`config.mk`:
```
export PLATFORM = sky130hd
export DESIGN_NAME = length_framed_checksum_deframer_top_flat
export DESIGN_NICKNAME = d
export VERILOG_FILES = /design/src/sv/lfcd_pkg.sv /design/src/sv/lfcd_if.sv /design/src/sv/lfcd_ram.sv /design/src/sv/lfcd_front.sv /design/src/sv/lfcd_queue.sv /design/src/sv/lfcd_back.sv /design/src/sv/length_framed_checksum_deframer_top.sv /design/src/flat_wrapper.sv
export SDC_FILE = /design/constraint.sdc
export NUM_CORES = 1
export LEC_CHECK = 0
export BUFFER_PORTS_ARGS = -buffer_cell sky130_fd_sc_hd__buf_2
export CAP_MARGIN = 10
export CORE_MARGIN = 2
export CORE_UTILIZATION = 50
export CTS_BUF_LIST = sky130_fd_sc_hd__clkbuf_8
export DETAILED_ROUTE_END_ITERATION = 10
export GPL_TIMING_DRIVEN = 0
export PLACE_DENSITY_LB_ADDON = 0.12
export SYNTH_ARGS = -nofsm -noshare
export SYNTH_HDL_FRONTEND = slang
export SYNTH_SLANG_ARGS = --single-unit
```
`constraint.sdc`:
```
create_clock -name clk -period 3.3 [get_ports clk]
set_input_delay 0 -clock clk [delete_from_list [all_inputs] [get_ports clk]]
set_output_delay 0 -clock clk [all_outputs]
set_load 0.01 [all_outputs]
```
`src/sv/lfcd_pkg.sv`:
```
// ----------------------------------------------------------------------------
// lfcd_pkg
// shared constants, codes and types of the length framed checksum deframer
// ----------------------------------------------------------------------------
package lfcd_pkg;

	localparam int BUFFER_BYTES = 64;
	localparam int ADDR_W       = $clog2(BUFFER_BYTES);
	localparam int DATA_W       = 8;
	localparam int LEN_W        = 6;
	localparam int STATUS_W     = 2;
	localparam int CFG_IDX_W    = 1;

	localparam int QUEUE_DEPTH  = 2;
	localparam int QPTR_W       = $clog2(QUEUE_DEPTH);
	localparam int QCNT_W       = $clog2(QUEUE_DEPTH + 1);

	typedef logic [STATUS_W-1:0]  status_t;
	typedef logic [CFG_IDX_W-1:0] cfg_idx_t;

	localparam status_t ST_PAYLOAD = 2'd0;
	localparam status_t ST_EMPTY   = 2'd1;
	localparam status_t ST_BADLEN  = 2'd2;
	localparam status_t ST_BADSUM  = 2'd3;

	localparam cfg_idx_t CFG_SYNC   = 1'b0;
	localparam cfg_idx_t CFG_MAXLEN = 1'b1;

	localparam logic [DATA_W-1:0] SYNC_RESET   = 8'd97;
	localparam logic [LEN_W-1:0]  MAXLEN_RESET = 6'd63;

	// one finished frame handed from the receive side to the drain side
	typedef struct packed {
		status_t          status;
		logic [LEN_W-1:0] len;
	} job_t;

endpackage

```
`src/sv/lfcd_if.sv`:
```
// ----------------------------------------------------------------------------
// lfcd channel interfaces
// receive byte channel, result channel and register write channel
// ----------------------------------------------------------------------------
interface lfcd_rx_if;
	logic                         valid;
	logic                         ready;
	logic [lfcd_pkg::DATA_W-1:0]  rx_byte;

	modport source (output valid, output rx_byte, input ready);
	modport sink (input valid, input rx_byte, output ready);
endinterface

interface lfcd_res_if;
	logic                         valid;
	logic                         ready;
	logic [lfcd_pkg::DATA_W-1:0]  payload_byte;
	logic [lfcd_pkg::LEN_W-1:0]   byte_index;
	logic                         last;
	lfcd_pkg::status_t            status;

	modport source (output valid, output payload_byte, output byte_index, output last,
		output status, input ready);
	modport sink (input valid, input payload_byte, input byte_index, input last,
		input status, output ready);
endinterface

interface lfcd_cfg_if;
	logic                         valid;
	logic                         ready;
	lfcd_pkg::cfg_idx_t           index;
	logic [lfcd_pkg::DATA_W-1:0]  data;

	modport source (output valid, output index, output data, input ready);
	modport sink (input valid, input index, input data, output ready);
endinterface

```
`src/sv/lfcd_ram.sv`:
```
// ----------------------------------------------------------------------------
// lfcd_ram
// generic single write port, single read port ram with registered read
// ----------------------------------------------------------------------------
module lfcd_ram #(
	parameter int WIDTH = 8,
	parameter int DEPTH = 64
) (
	input  logic                     clk,
	input  logic                     wr_en,
	input  logic [$clog2(DEPTH)-1:0] wr_addr,
	input  logic [WIDTH-1:0]         wr_data,
	input  logic                     rd_en,
	input  logic [$clog2(DEPTH)-1:0] rd_addr,
	output logic [WIDTH-1:0]         rd_data
);

	logic [WIDTH-1:0] mem_q [DEPTH];

	always_ff @(posedge clk) begin
		if (wr_en) begin
			mem_q[wr_addr] <= wr_data;
		end
		if (rd_en) begin
			rd_data <= mem_q[rd_addr];
		end
	end

endmodule

```
`src/sv/lfcd_front.sv`:
```
// ----------------------------------------------------------------------------
// lfcd_front
// receive side: sync hunt, length check, payload store and checksum compare
// ----------------------------------------------------------------------------
module lfcd_front (
	input  logic                          clk,
	input  logic                          arst_n,
	lfcd_rx_if.sink                       rx,
	lfcd_cfg_if.sink                      cfg,
	input  logic                          q_full,
	output logic                          push,
	output lfcd_pkg::job_t                push_job,
	input  logic                          drain_done,
	output logic                          wr_en,
	output logic [lfcd_pkg::ADDR_W-1:0]   wr_addr,
	output logic [lfcd_pkg::DATA_W-1:0]   wr_data
);

	typedef enum logic [3:0] {
		F_HUNT = 4'b0001,
		F_LEN  = 4'b0010,
		F_PAY  = 4'b0100,
		F_CHK  = 4'b1000
	} fstate_t;

	fstate_t                          state_q, state_d;
	logic [lfcd_pkg::DATA_W-1:0]      sync_q;
	logic [lfcd_pkg::LEN_W-1:0]       max_len_q;
	logic [lfcd_pkg::LEN_W-1:0]       len_q, len_d;
	logic [lfcd_pkg::LEN_W-1:0]       cnt_q, cnt_d, cnt_inc;
	logic [lfcd_pkg::DATA_W-1:0]      sum_q, sum_d, byte_sum;
	logic                             pend_q;
	logic                             take;
	logic                             len_bad;

	assign cfg.ready = 1'b1;

	always_ff @(posedge clk or negedge arst_n) begin
		if (!arst_n) begin
			sync_q    <= lfcd_pkg::SYNC_RESET;
			max_len_q <= lfcd_pkg::MAXLEN_RESET;
		end else if (cfg.valid) begin
			case (cfg.index)
				lfcd_pkg::CFG_SYNC:   sync_q    <= cfg.data;
				lfcd_pkg::CFG_MAXLEN: max_len_q <= cfg.data[lfcd_pkg::LEN_W-1:0];
				default: ;
			endcase
		end
	end

	// payload bytes wait while the store still holds a frame being drained
	assign rx.ready = !(((state_q == F_LEN) || (state_q == F_CHK)) && q_full) &&
		!((state_q == F_PAY) && pend_q);
	assign take     = rx.valid && rx.ready;
	assign byte_sum = sum_q + rx.rx_byte;
	assign cnt_inc  = cnt_q + 1'b1;
	assign len_bad  = (rx.rx_byte > {2'b00, max_len_q}) ||
		(rx.rx_byte >= lfcd_pkg::DATA_W'(lfcd_pkg::BUFFER_BYTES));

	assign wr_addr = cnt_q[lfcd_pkg::ADDR_W-1:0];
	assign wr_data = rx.rx_byte;

	always_comb begin
		state_d  = state_q;
		len_d    = len_q;
		cnt_d    = cnt_q;
		sum_d    = sum_q;
		push     = 1'b0;
		push_job = '0;
		wr_en    = 1'b0;
		if (take) begin
			case (state_q)
				F_HUNT: begin
					if (rx.rx_byte == sync_q) begin
						sum_d   = rx.rx_byte;
						cnt_d   = '0;
						state_d = F_LEN;
					end
				end
				F_LEN: begin
					if (len_bad) begin
						push            = 1'b1;
						push_job.status = lfcd_pkg::ST_BADLEN;
						state_d         = F_HUNT;
					end else begin
						len_d   = rx.rx_byte[lfcd_pkg::LEN_W-1:0];
						sum_d   = byte_sum;
						state_d = (rx.rx_byte[lfcd_pkg::LEN_W-1:0] == '0) ? F_CHK : F_PAY;
					end
				end
				F_PAY: begin
					wr_en = 1'b1;
					cnt_d = cnt_inc;
					sum_d = byte_sum;
					if (cnt_inc >= len_q) begin
						state_d = F_CHK;
					end
				end
				F_CHK: begin
					push         = 1'b1;
					push_job.len = len_q;
					if (sum_q != rx.rx_byte) begin
						push_job.status = lfcd_pkg::ST_BADSUM;
					end else if (len_q == '0) begin
						push_job.status = lfcd_pkg::ST_EMPTY;
					end else begin
						push_job.status = lfcd_pkg::ST_PAYLOAD;
					end
					state_d = F_HUNT;
				end
				default: state_d = F_HUNT;
			endcase
		end
	end

	always_ff @(posedge clk or negedge arst_n) begin
		if (!arst_n) begin
			state_q <= F_HUNT;
			pend_q  <= 1'b0;
		end else begin
			state_q <= state_d;
			if (push && (push_job.status == lfcd_pkg::ST_PAYLOAD)) begin
				pend_q <= 1'b1;
			end else if (drain_done) begin
				pend_q <= 1'b0;
			end
		end
	end

	always_ff @(posedge clk) begin
		len_q <= len_d;
		cnt_q <= cnt_d;
		sum_q <= sum_d;
	end

endmodule

```
`src/sv/lfcd_queue.sv`:
```
// ----------------------------------------------------------------------------
// lfcd_queue
// short job queue between the receive side and the drain side
// ----------------------------------------------------------------------------
module lfcd_queue (
	input  logic            clk,
	input  logic            arst_n,
	input  logic            push,
	input  lfcd_pkg::job_t  push_job,
	output logic            full,
	input  logic            pop,
	output lfcd_pkg::job_t  pop_job,
	output logic            empty
);

	lfcd_pkg::job_t                 mem_q [lfcd_pkg::QUEUE_DEPTH];
	logic [lfcd_pkg::QPTR_W-1:0]    wr_ptr_q, rd_ptr_q;
	logic [lfcd_pkg::QCNT_W-1:0]    cnt_q;

	assign full    = (cnt_q == lfcd_pkg::QCNT_W'(lfcd_pkg::QUEUE_DEPTH));
	assign empty   = (cnt_q == '0);
	assign pop_job = mem_q[rd_ptr_q];

	always_ff @(posedge clk or negedge arst_n) begin
		if (!arst_n) begin
			wr_ptr_q <= '0;
			rd_ptr_q <= '0;
			cnt_q    <= '0;
		end else begin
			if (push) begin
				wr_ptr_q <= wr_ptr_q + 1'b1;
			end
			if (pop) begin
				rd_ptr_q <= rd_ptr_q + 1'b1;
			end
			if (push && !pop) begin
				cnt_q <= cnt_q + 1'b1;
			end else if (pop && !push) begin
				cnt_q <= cnt_q - 1'b1;
			end
		end
	end

	always_ff @(posedge clk) begin
		if (push) begin
			mem_q[wr_ptr_q] <= push_job;
		end
	end

endmodule

```
`src/sv/lfcd_back.sv`:
```
// ----------------------------------------------------------------------------
// lfcd_back
// drain side: turns queued jobs into status results or payload byte runs
// ----------------------------------------------------------------------------
module lfcd_back (
	input  logic                          clk,
	input  logic                          arst_n,
	input  logic                          empty,
	input  lfcd_pkg::job_t                pop_job,
	output logic                          pop,
	output logic                          rd_en,
	output logic [lfcd_pkg::ADDR_W-1:0]   rd_addr,
	input  logic [lfcd_pkg::DATA_W-1:0]   rd_data,
	output logic                          drain_done,
	lfcd_res_if.source                    result
);

	typedef enum logic [2:0] {
		B_IDLE = 3'b001,
		B_READ = 3'b010,
		B_SEND = 3'b100
	} bstate_t;

	bstate_t                        state_q, state_d;
	lfcd_pkg::status_t              status_q;
	logic [lfcd_pkg::LEN_W-1:0]     len_q;
	logic [lfcd_pkg::LEN_W-1:0]     idx_q;
	logic                           last_q;
	logic                           is_pay_q;
	logic                           is_pay;
	logic                           take;

	assign is_pay  = (pop_job.status == lfcd_pkg::ST_PAYLOAD);
	assign pop     = (state_q == B_IDLE) && !empty;
	assign rd_en   = (state_q == B_READ);
	assign rd_addr = idx_q[lfcd_pkg::ADDR_W-1:0];

	assign result.valid        = (state_q == B_SEND);
	assign result.payload_byte = is_pay_q ? rd_data : '0;
	assign result.byte_index   = idx_q;
	assign result.last         = last_q;
	assign result.status       = status_q;

	assign take       = result.valid && result.ready;
	assign drain_done = take && is_pay_q && last_q;

	always_comb begin
		state_d = state_q;
		case (state_q)
			B_IDLE: begin
				if (!empty) begin
					state_d = is_pay ? B_READ : B_SEND;
				end
			end
			B_READ: state_d = B_SEND;
			B_SEND: begin
				if (take) begin
					state_d = (is_pay_q && !last_q) ? B_READ : B_IDLE;
				end
			end
			default: state_d = B_IDLE;
		endcase
	end

	always_ff @(posedge clk or negedge arst_n) begin
		if (!arst_n) begin
			state_q <= B_IDLE;
		end else begin
			state_q <= state_d;
		end
	end

	always_ff @(posedge clk) begin
		if (pop) begin
			status_q <= pop_job.status;
			len_q    <= pop_job.len;
			idx_q    <= '0;
			is_pay_q <= is_pay;
			last_q   <= 1'b1;
		end else if (state_q == B_READ) begin
			last_q <= (idx_q == (len_q - 1'b1));
		end else if (take && is_pay_q && !last_q) begin
			idx_q <= idx_q + 1'b1;
		end
	end

endmodule

```
`src/sv/length_framed_checksum_deframer_top.sv`:
```
// ----------------------------------------------------------------------------
// length_framed_checksum_deframer_top
// recovers sync, length, payload, checksum frames from a byte stream
// ----------------------------------------------------------------------------
// receive side takes one byte per cycle; length and checksum bytes wait while
// the job queue is full, payload bytes wait until the previous run is drained
// a status result is offered once its job is registered in the job queue and popped
// by the idle drain side; a payload result also waits for the registered store read
// each payload byte is read from the store, then sent; the next read waits for the take
// reset: hunting for sync, queue empty, sync 97 and max length 63; store not cleared
module length_framed_checksum_deframer_top (
	input  logic        clk,
	input  logic        arst_n,
	lfcd_rx_if.sink     rx,
	lfcd_cfg_if.sink    cfg,
	lfcd_res_if.source  result
);

	logic                           q_full, q_empty, push, pop;
	lfcd_pkg::job_t                 push_job, pop_job;
	logic                           drain_done;
	logic                           wr_en, rd_en;
	logic [lfcd_pkg::ADDR_W-1:0]    wr_addr, rd_addr;
	logic [lfcd_pkg::DATA_W-1:0]    wr_data, rd_data;

	lfcd_front u_front (
		.clk        (clk),
		.arst_n     (arst_n),
		.rx         (rx),
		.cfg        (cfg),
		.q_full     (q_full),
		.push       (push),
		.push_job   (push_job),
		.drain_done (drain_done),
		.wr_en      (wr_en),
		.wr_addr    (wr_addr),
		.wr_data    (wr_data)
	);

	lfcd_queue u_queue (
		.clk      (clk),
		.arst_n   (arst_n),
		.push     (push),
		.push_job (push_job),
		.full     (q_full),
		.pop      (pop),
		.pop_job  (pop_job),
		.empty    (q_empty)
	);

	lfcd_ram #(
		.WIDTH (lfcd_pkg::DATA_W),
		.DEPTH (lfcd_pkg::BUFFER_BYTES)
	) u_store (
		.clk     (clk),
		.wr_en   (wr_en),
		.wr_addr (wr_addr),
		.wr_data (wr_data),
		.rd_en   (rd_en),
		.rd_addr (rd_addr),
		.rd_data (rd_data)
	);

	lfcd_back u_back (
		.clk        (clk),
		.arst_n     (arst_n),
		.empty      (q_empty),
		.pop_job    (pop_job),
		.pop        (pop),
		.rd_en      (rd_en),
		.rd_addr    (rd_addr),
		.rd_data    (rd_data),
		.drain_done (drain_done),
		.result     (result)
	);

endmodule

```
`src/flat_wrapper.sv`:
```
// flat-port wrapper written by rule: the top's interface ports become plain ports
module length_framed_checksum_deframer_top_flat 
  (clk, arst_n, rx_valid, rx_rx_byte, rx_ready, cfg_valid, cfg_index, cfg_data, cfg_ready, result_valid, result_payload_byte, result_byte_index, result_last, result_status, result_ready);
  lfcd_rx_if rx_i ();
  lfcd_cfg_if cfg_i ();
  lfcd_res_if result_i ();
  input  logic clk;
  input  logic arst_n;
  input wire logic [$bits(rx_i.valid)-1:0] rx_valid;
  input wire logic [$bits(rx_i.rx_byte)-1:0] rx_rx_byte;
  output wire logic [$bits(rx_i.ready)-1:0] rx_ready;
  input wire logic [$bits(cfg_i.valid)-1:0] cfg_valid;
  input wire logic [$bits(cfg_i.index)-1:0] cfg_index;
  input wire logic [$bits(cfg_i.data)-1:0] cfg_data;
  output wire logic [$bits(cfg_i.ready)-1:0] cfg_ready;
  output wire logic [$bits(result_i.valid)-1:0] result_valid;
  output wire logic [$bits(result_i.payload_byte)-1:0] result_payload_byte;
  output wire logic [$bits(result_i.byte_index)-1:0] result_byte_index;
  output wire logic [$bits(result_i.last)-1:0] result_last;
  output wire logic [$bits(result_i.status)-1:0] result_status;
  input wire logic [$bits(result_i.ready)-1:0] result_ready;
  assign rx_i.valid = rx_valid;
  assign rx_i.rx_byte = rx_rx_byte;
  assign rx_ready = rx_i.ready;
  assign cfg_i.valid = cfg_valid;
  assign cfg_i.index = cfg_index;
  assign cfg_i.data = cfg_data;
  assign cfg_ready = cfg_i.ready;
  assign result_valid = result_i.valid;
  assign result_payload_byte = result_i.payload_byte;
  assign result_byte_index = result_i.byte_index;
  assign result_last = result_i.last;
  assign result_status = result_i.status;
  assign result_i.ready = result_ready;
  length_framed_checksum_deframer_top u_core (.clk(clk), .arst_n(arst_n), .rx(rx_i), .cfg(cfg_i), .result(result_i));
endmodule
```
==> Word-level counts from Yosys, hierarchy flattened <==
Memories as Yosys holds them, arrays and structs flattened. A register that Yosys moved wholly into a read port is not among the register bits.
Cells that the tools add are included.
{ "op_classes": {"add_sub_neg": 8, "mul": 0, "div_mod_pow": 0, "n_lt_le_gt_ge": 3, "eq_ne": 16, "shift": 0, "mux": 35, "bitwise_logic": 3, "n_reduce_logical": 38} }
{ "ops": {"columns": ["operator", "n"], "rows": [
  ["2-to-1 mux 8 bit", 4],
  ["case mux 8 bit (3 select lines)", 1],
  ["2-to-1 mux 4 bit", 4],
  ["logical AND 1 bit", 13],
  ["adder 6 x 1 -> 6 bit (second input constant)", 2],
  ["zero test 6 bit", 2],
  ["2-to-1 mux 6 bit", 2],
  ["case mux 4 bit (3 select lines)", 1],
  ["case mux 6 bit (2 select lines)", 1],
  ["2-to-1 mux 1 bit", 11],
  ["2-to-1 mux 2 bit", 5],
  ["2-to-1 mux 3 bit", 3],
  ["case mux 3 bit (3 select lines)", 1],
  ["AND reduction 3 bit", 3],
  ["adder 8 bit", 1],
  ["equality test 8 bit", 1],
  ["greater-or-equal comparator 8 x 7 -> 1 bit (second input constant)", 1],
  ["> comparator 8 x 6 -> 1 bit", 1],
  ["!= test 8 bit", 1],
  ["AND reduction 2 bit", 4],
  ["equality test 6 bit", 1],
  ["greater-or-equal comparator 6 bit", 1],
  ["zero test 1 bit", 6],
  ["zero test 2 bit", 3],
  ["other kinds (21)", 30]
]} }
{ "totals": {"register_bits": 62, "latchBits": 0, "mem_bits_rw": 528, "rom_bits": 0, "input_bits": 22, "out_inout_bits": 20, "wordCells": 121, "n_memories": 2} }
{ "mem_list": {"columns": ["memory", "depth", "width", "rd", "rd_clocked_by_memory_dff", "wr", "line", "rtl"], "rows": [
  ["u_core.u_store.mem_q", 64, 8, 1, 1, 1, "lfcd_ram.sv:18", "logic [WIDTH-1:0] mem_q [DEPTH];"],
  ["u_core.u_queue.mem_q", 2, 8, 1, 0, 1, "lfcd_queue.sv:16", "lfcd_pkg::job_t mem_q [lfcd_pkg::QUEUE_DEPTH];"]
]} }

==> Logic depth before layout (Yosys ltp) <==
{ "logic_depth": {"ltp_word": 11, "depth_mapped": 10, "ltp_nobuf": 10} }

==> Modules after synthesis <==
Synthesis repeated with hierarchy kept, for this count alone.
{ "unflattened": {"cells_unflattened": 1348, "area_unflattened_um2": 24751.2} }
{ "by_module_without_submodules": {"columns": ["mod", "instances", "cells_each", "area_per_inst_um2", "seq_area_each_um2"], "rows": [
  ["lfcd_ram", 1, 940, 20246.9, 15615.0],
  ["lfcd_front", 1, 264, 2686.3, 1088.5],
  ["lfcd_back", 1, 103, 1047.3, 486.7],
  ["lfcd_queue", 1, 41, 770.7, 580.6]
]} }

==> Worst setup path before layout <==
OpenSTA, ideal clock, no wires.
{ "synth_timing": {"path_type": "register to register", "from": "reg u_core.u_front.state_q[3]", "to": "reg u_core.u_front.sum_q[0] in the netlist's numbering, enable pin", "setup_ns": 0.386, "arrival_ns": 2.131, "slack_ns": 0.783, "path_stages_with_launch": 5, "synth_period_minus_slack_ns": 2.517, "path_cell_list": "dfrtp_1 buf_2 nor4b_1 nor2_1 a211oi_1"} }
{ "synth_between": {"elab_chain_len": 7, "word_cells_on_any_way": 15, "cone_classes": "eq/ne (6); reduce/logical (9)"} }
{ "synth_lines": {"columns": ["item", "line", "rtl"], "rows": [
  ["from (decl)", "lfcd_front.sv:26", "fstate_t state_q, state_d;"],
  ["from (signal assigned)", "lfcd_front.sv:121", "state_q <= state_d;"],
  ["equality test 4 x 2 -> 1 bit / equality test 4 bit (equally long branches)", "lfcd_front.sv:52, lfcd_front.sv:72", null],
  ["logical OR 1 bit", "lfcd_front.sv:52", "assign rx.ready = !(((state_q == F_LEN) || (state_q == F_CHK)) && q_full) &&"],
  ["logical AND 1 bit", "lfcd_front.sv:52", null],
  ["zero test 1 bit", "lfcd_front.sv:52", null],
  ["logical AND 1 bit", "lfcd_front.sv:52", null],
  ["logical AND 1 bit", "lfcd_front.sv:54", "assign take = rx.valid && rx.ready;"],
  ["AND reduction 4 bit (no source line) *", null, null],
  ["to (signal assigned)", "lfcd_front.sv:133", "sum_q <= sum_d;"],
  ["to (decl)", "lfcd_front.sv:31", "logic [lfcd_pkg::DATA_W-1:0] sum_q, sum_d, byte_sum;"]
]} }
Every way passes the cells marked *; elsewhere a longest branch is shown, timed or not.
A chain may end at the register's enable or synchronous reset.

==> Worst setup path in the final report <==
{ "layout_timing": {"from": "reg u_core.u_front.state_q[3]", "to": "mem u_core.u_store.mem_q[48][0], enable pin"} }
{ "layout_between": {"elab_chain_len": 9, "word_cells_on_any_way": 14, "cone_classes": "eq/ne (3); mux (4); reduce/logical (7)"} }
{ "layout_lines": {"columns": ["item", "line", "rtl"], "rows": [
  ["equality test 4 x 2 -> 1 bit / equality test 4 bit (equally long branches)", "lfcd_front.sv:52", null],
  ["logical OR 1 bit", "lfcd_front.sv:52", null],
  ["logical AND 1 bit", "lfcd_front.sv:52", null],
  ["zero test 1 bit", "lfcd_front.sv:52", null],
  ["logical AND 1 bit", "lfcd_front.sv:52", null],
  ["logical AND 1 bit", "lfcd_front.sv:54", null],
  ["2-to-1 mux 1 bit *", "lfcd_front.sv:71", "if (take) begin"],
  ["2-to-1 mux 1 bit *", "lfcd_ram.sv:21", "if (wr_en) begin"],
  ["2-to-1 mux 1 bit (not written as such) *", "lfcd_ram.sv:22", "mem_q[wr_addr] <= wr_data;"],
  ["to (decl)", "lfcd_ram.sv:18", null]
]} }
Marks and branches as above.

==> impl_metrics.toml <==
[place]
globalplace.congestion = 0.905
io_buffers = 40
placed_area_um2 = 25400
hpwlAfterDp_um = 40900

[worst_setup_path]
worstPathArrival_ns = 3.80
cp.required_ns = 3.61
critPathKind = "register to register"
critPathLaunchType = "register"
crit_fanout = 8
end_kind = "register"

[logic_synthesis]
synthArstFlopShare_pct = 4.35
yosys.area_share.simple_pct = 4.85
synth_edf_count = 565
ys_ff_latch = 598
synth_fp_nets = 1341
yosys.area_share.adder_pct = 1.27
syn-instance-count = 1295
yosysWarnings = 0
synth_xor_area_share_pct = 1.19
synth_top_family_by_area = "multiplexers"
synth_mux_area_share_pct = 13.9
synth.cell_area_um2 = 24200
yosysUniqueCellTypes = 61
synth_compound_area_share_pct = 3.81
seq_area_frac_synth_pct = 73.4
avgSynthCellArea_um2 = 18.7
synthFlopType = "edfxtp_1"

[power_and_ir_drop]
power_frac_seq_pct = 55.2
internal_power_w = 0.0120
vdd_ir_drop_max_mv = 0.317
p_sw_w = 0.00367
finalPower_w = 0.0157
combPwrFrac_pct = 6.6
pwr-share-clk_pct = 38.2
cellLeakagePower_nw = 8.95
switching_share_pct = 23.4
pwr_density_cell_nw_per_um2 = 563

[layout]
final_nets = 1518
layout-drive-gt1-share_pct = 29.1
fill_cells = 3531
syn2layout_area_growth_pct = 14.8
layout_commonest_cell = "edfxtp_1"
most-common-layout-cells = "edfxtp_1, mux4_2, clkbuf_8, inv_1, buf_2"
antenna_cells = 0
final_area_um2 = 27800

[routing]
drtIter0Drc = 1443
wl_um = 63200
viasPerCell = 6.13
avgRoutedWirePerCell_um = 29.2
vias = 13300
drcViolationCount = 0
drtAntennaViolNets = 0
dr.pass1.iters = 5

[floorplan]
dieArea_um2 = 50200
num_rows = 80
initial_core_util_pct = 50.7
die_w_um = 224
coreArea_um2 = 47700
die_y_um = 224
ios = 42

[clock_network]
cts.htree.levels = 3
clock-sinks = 598
root_buffer = "clkbuf_8"
cts_tree = "built"
clkTransAtPathRegs_ns = 0.06
insertion_delay_ns = 0.69
clock_path_buffers = 3
cts_made_buffers = 95

[global_route]
grt_max_degree = 72
grt_pass1_wl_um = 91200
grt_use_total_pct = 25.8
antenna_found_initial = 1
grt_pass1_vias = 13100
overflow = 0

[sta]
timing.fmax_mhz = 286
fin_ws_ns = -0.196
final_hold_viol_count = 0
relSlewSlack_pct = 24.4
tightest_slew_ns = 1.13
rsz0062_at_grt = "true"
fin_worst_skew_ns = 0.0469
period_share_pct = 106
finalSetupViolCount = 144
drv_slew = 0
layout_min_cycle_time_ns = 3.50

[status]
status = "finished, violations left"
violations = "negative setup slack"

[flow_run]
maxCapViolCount = 0

[min_path]
hold_path.class = "primary input to register"
==> registers in the layout, indices dropped and copies added, names as in the netlist, 6 cells and up <==
name                      cells
u_core.u_front.len_q          6
u_core.u_store.rd_data        8
u_core.u_store.mem_q        512
u_core.u_queue.mem_q         16
u_core.u_front.wr_addr        6
u_core.u_front.sync_q         8
u_core.u_front.max_len_q      6
u_core.u_back.len_q           6
u_core.u_back.rd_addr         6
u_core.u_front.sum_q          8
==> final cells by class <==
type | count | area [µm²] | share of cell area (%)
Timing Repair Buffer | 82 | 693 | 2.49
Inverter | 25 | 93.8 | 0.337
Tap cell | 615 | 769 | 2.77
Multi-Input combinational cell | 610 | 6360 | 22.9
Sequential cell | 598 | 17800 | 63.9
Clock inverter | 71 | 349 | 1.26
Clock buffer | 106 | 1460 | 5.25
Buffer | 60 | 312 | 1.12
==> per-layer routing <==
metal  share of wire (%)  vias to the layer above  global-route usage [%]
li1                    -                     5608                       -
met1                  42                     6999                    36.5
met2                  47                      565                    39.9
met3                 8.2                      102                    6.43
met4                 2.5                        0                    7.85
met5                   0                        -                       0
==> through the flow <==
stage | setup slack (ns) | util (%) | std cells | TNS, ns | hold slack, ns
3_5_place_dp | -0.576 | 53.2 | 1961 | -51.08 | 0.0356
5_1_grt | -0.254 | 58.2 | 2167 | -34.87 | 0.0903
6_report | -0.196 | 58.2 | 2167 | -15.26 | 0.135
2_1_floorplan | 0.783 | - | 1295 | 0 | -0.296
4_1_cts | -0.226 | 57.8 | 2165 | -23.18 | 0.0821
3_3_place_gp | -0.744 | 52.7 | 1950 | -40.34 | 0.0335
==> timing repair <==
item,CTS,global route
gates resized for setup,59,44
hold buffers,28,1
hold endpoints to repair,213,65
pin swaps,0,0
setup endpoints to repair,405,425
buffers inserted,0,2
==> cell families after synthesis <==
family	Yosys count
mux	182
buf+inv	87
simple gates	235
flops	598
xor+xnor	33
compound gates	135
other cells	1
fa+ha+maj	24
==> synthesized netlist by cell type, types with 23 or more instances <==
| library cell | number | area, µm² |
|---|---|---|
| mux2i_1 | 36 | 360 |
| a22oi_1 | 23 | 173 |
| inv_1 | 25 | 93.8 |
| nand2_1 | 30 | 113 |
| mux4_2 | 120 | 2700 |
| nor2_1 | 100 | 375 |
| a21oi_1 | 25 | 125 |
| clkbuf_1 | 28 | 105 |
| ha_1 | 23 | 288 |
| mux2_2 | 26 | 293 |
| edfxtp_1 | 565 | 17000 |
| xor2_1 | 27 | 236 |
==> worst paths after layout <==
kind / slack [ns] / depth (start not counted) / startpoint / to
max: -0.20 / 6 / u_core.u_front.state_q[3]$_DFFE_PN0P_ / u_core.u_store.mem_q[48][0]$_DFFE_PP_
min: 0.13 / 4 / result_ready / u_core.u_back.state_q[0]$_DFFE_PN1P_
max reg2reg: -0.20 / 6 / u_core.u_front.state_q[3]$_DFFE_PN0P_ / u_core.u_store.mem_q[48][0]$_DFFE_PP_
min reg2reg: 0.50 / 1 / u_core.u_queue.cnt_q[1]$_DFFE_PN0P_ / u_core.u_queue.cnt_q[1]$_DFFE_PN0P_
max in group asynchronous: 1.51 / 4 / arst_n / u_core.u_front.sync_q[4]$_DFFE_PN0P_
min in group asynchronous: 0.55 / 3 / arst_n / u_core.u_back.state_q[0]$_DFFE_PN1P_
==> worst max-delay path: stages (launching register included) <==
cell,delay (ns)
dfrtp_1,0.35
buf_2,0.15
or4b_1,0.47
clkbuf_1,0.22
nor4_2,0.47
nand2_1,0.73
nor2_2,0.74
==> power groups by stage <==
stage               clock [W]  combinational [W]  sequential [W]
floorplan                   0           0.000599         0.00876
CTS                   0.00606            0.00104         0.00865
finish                0.00598            0.00104         0.00865
global route          0.00640            0.00114         0.00866
global placement            0           0.000929         0.00880
detailed placement          0            0.00101         0.00880
(Power assumes the default switching activity.)
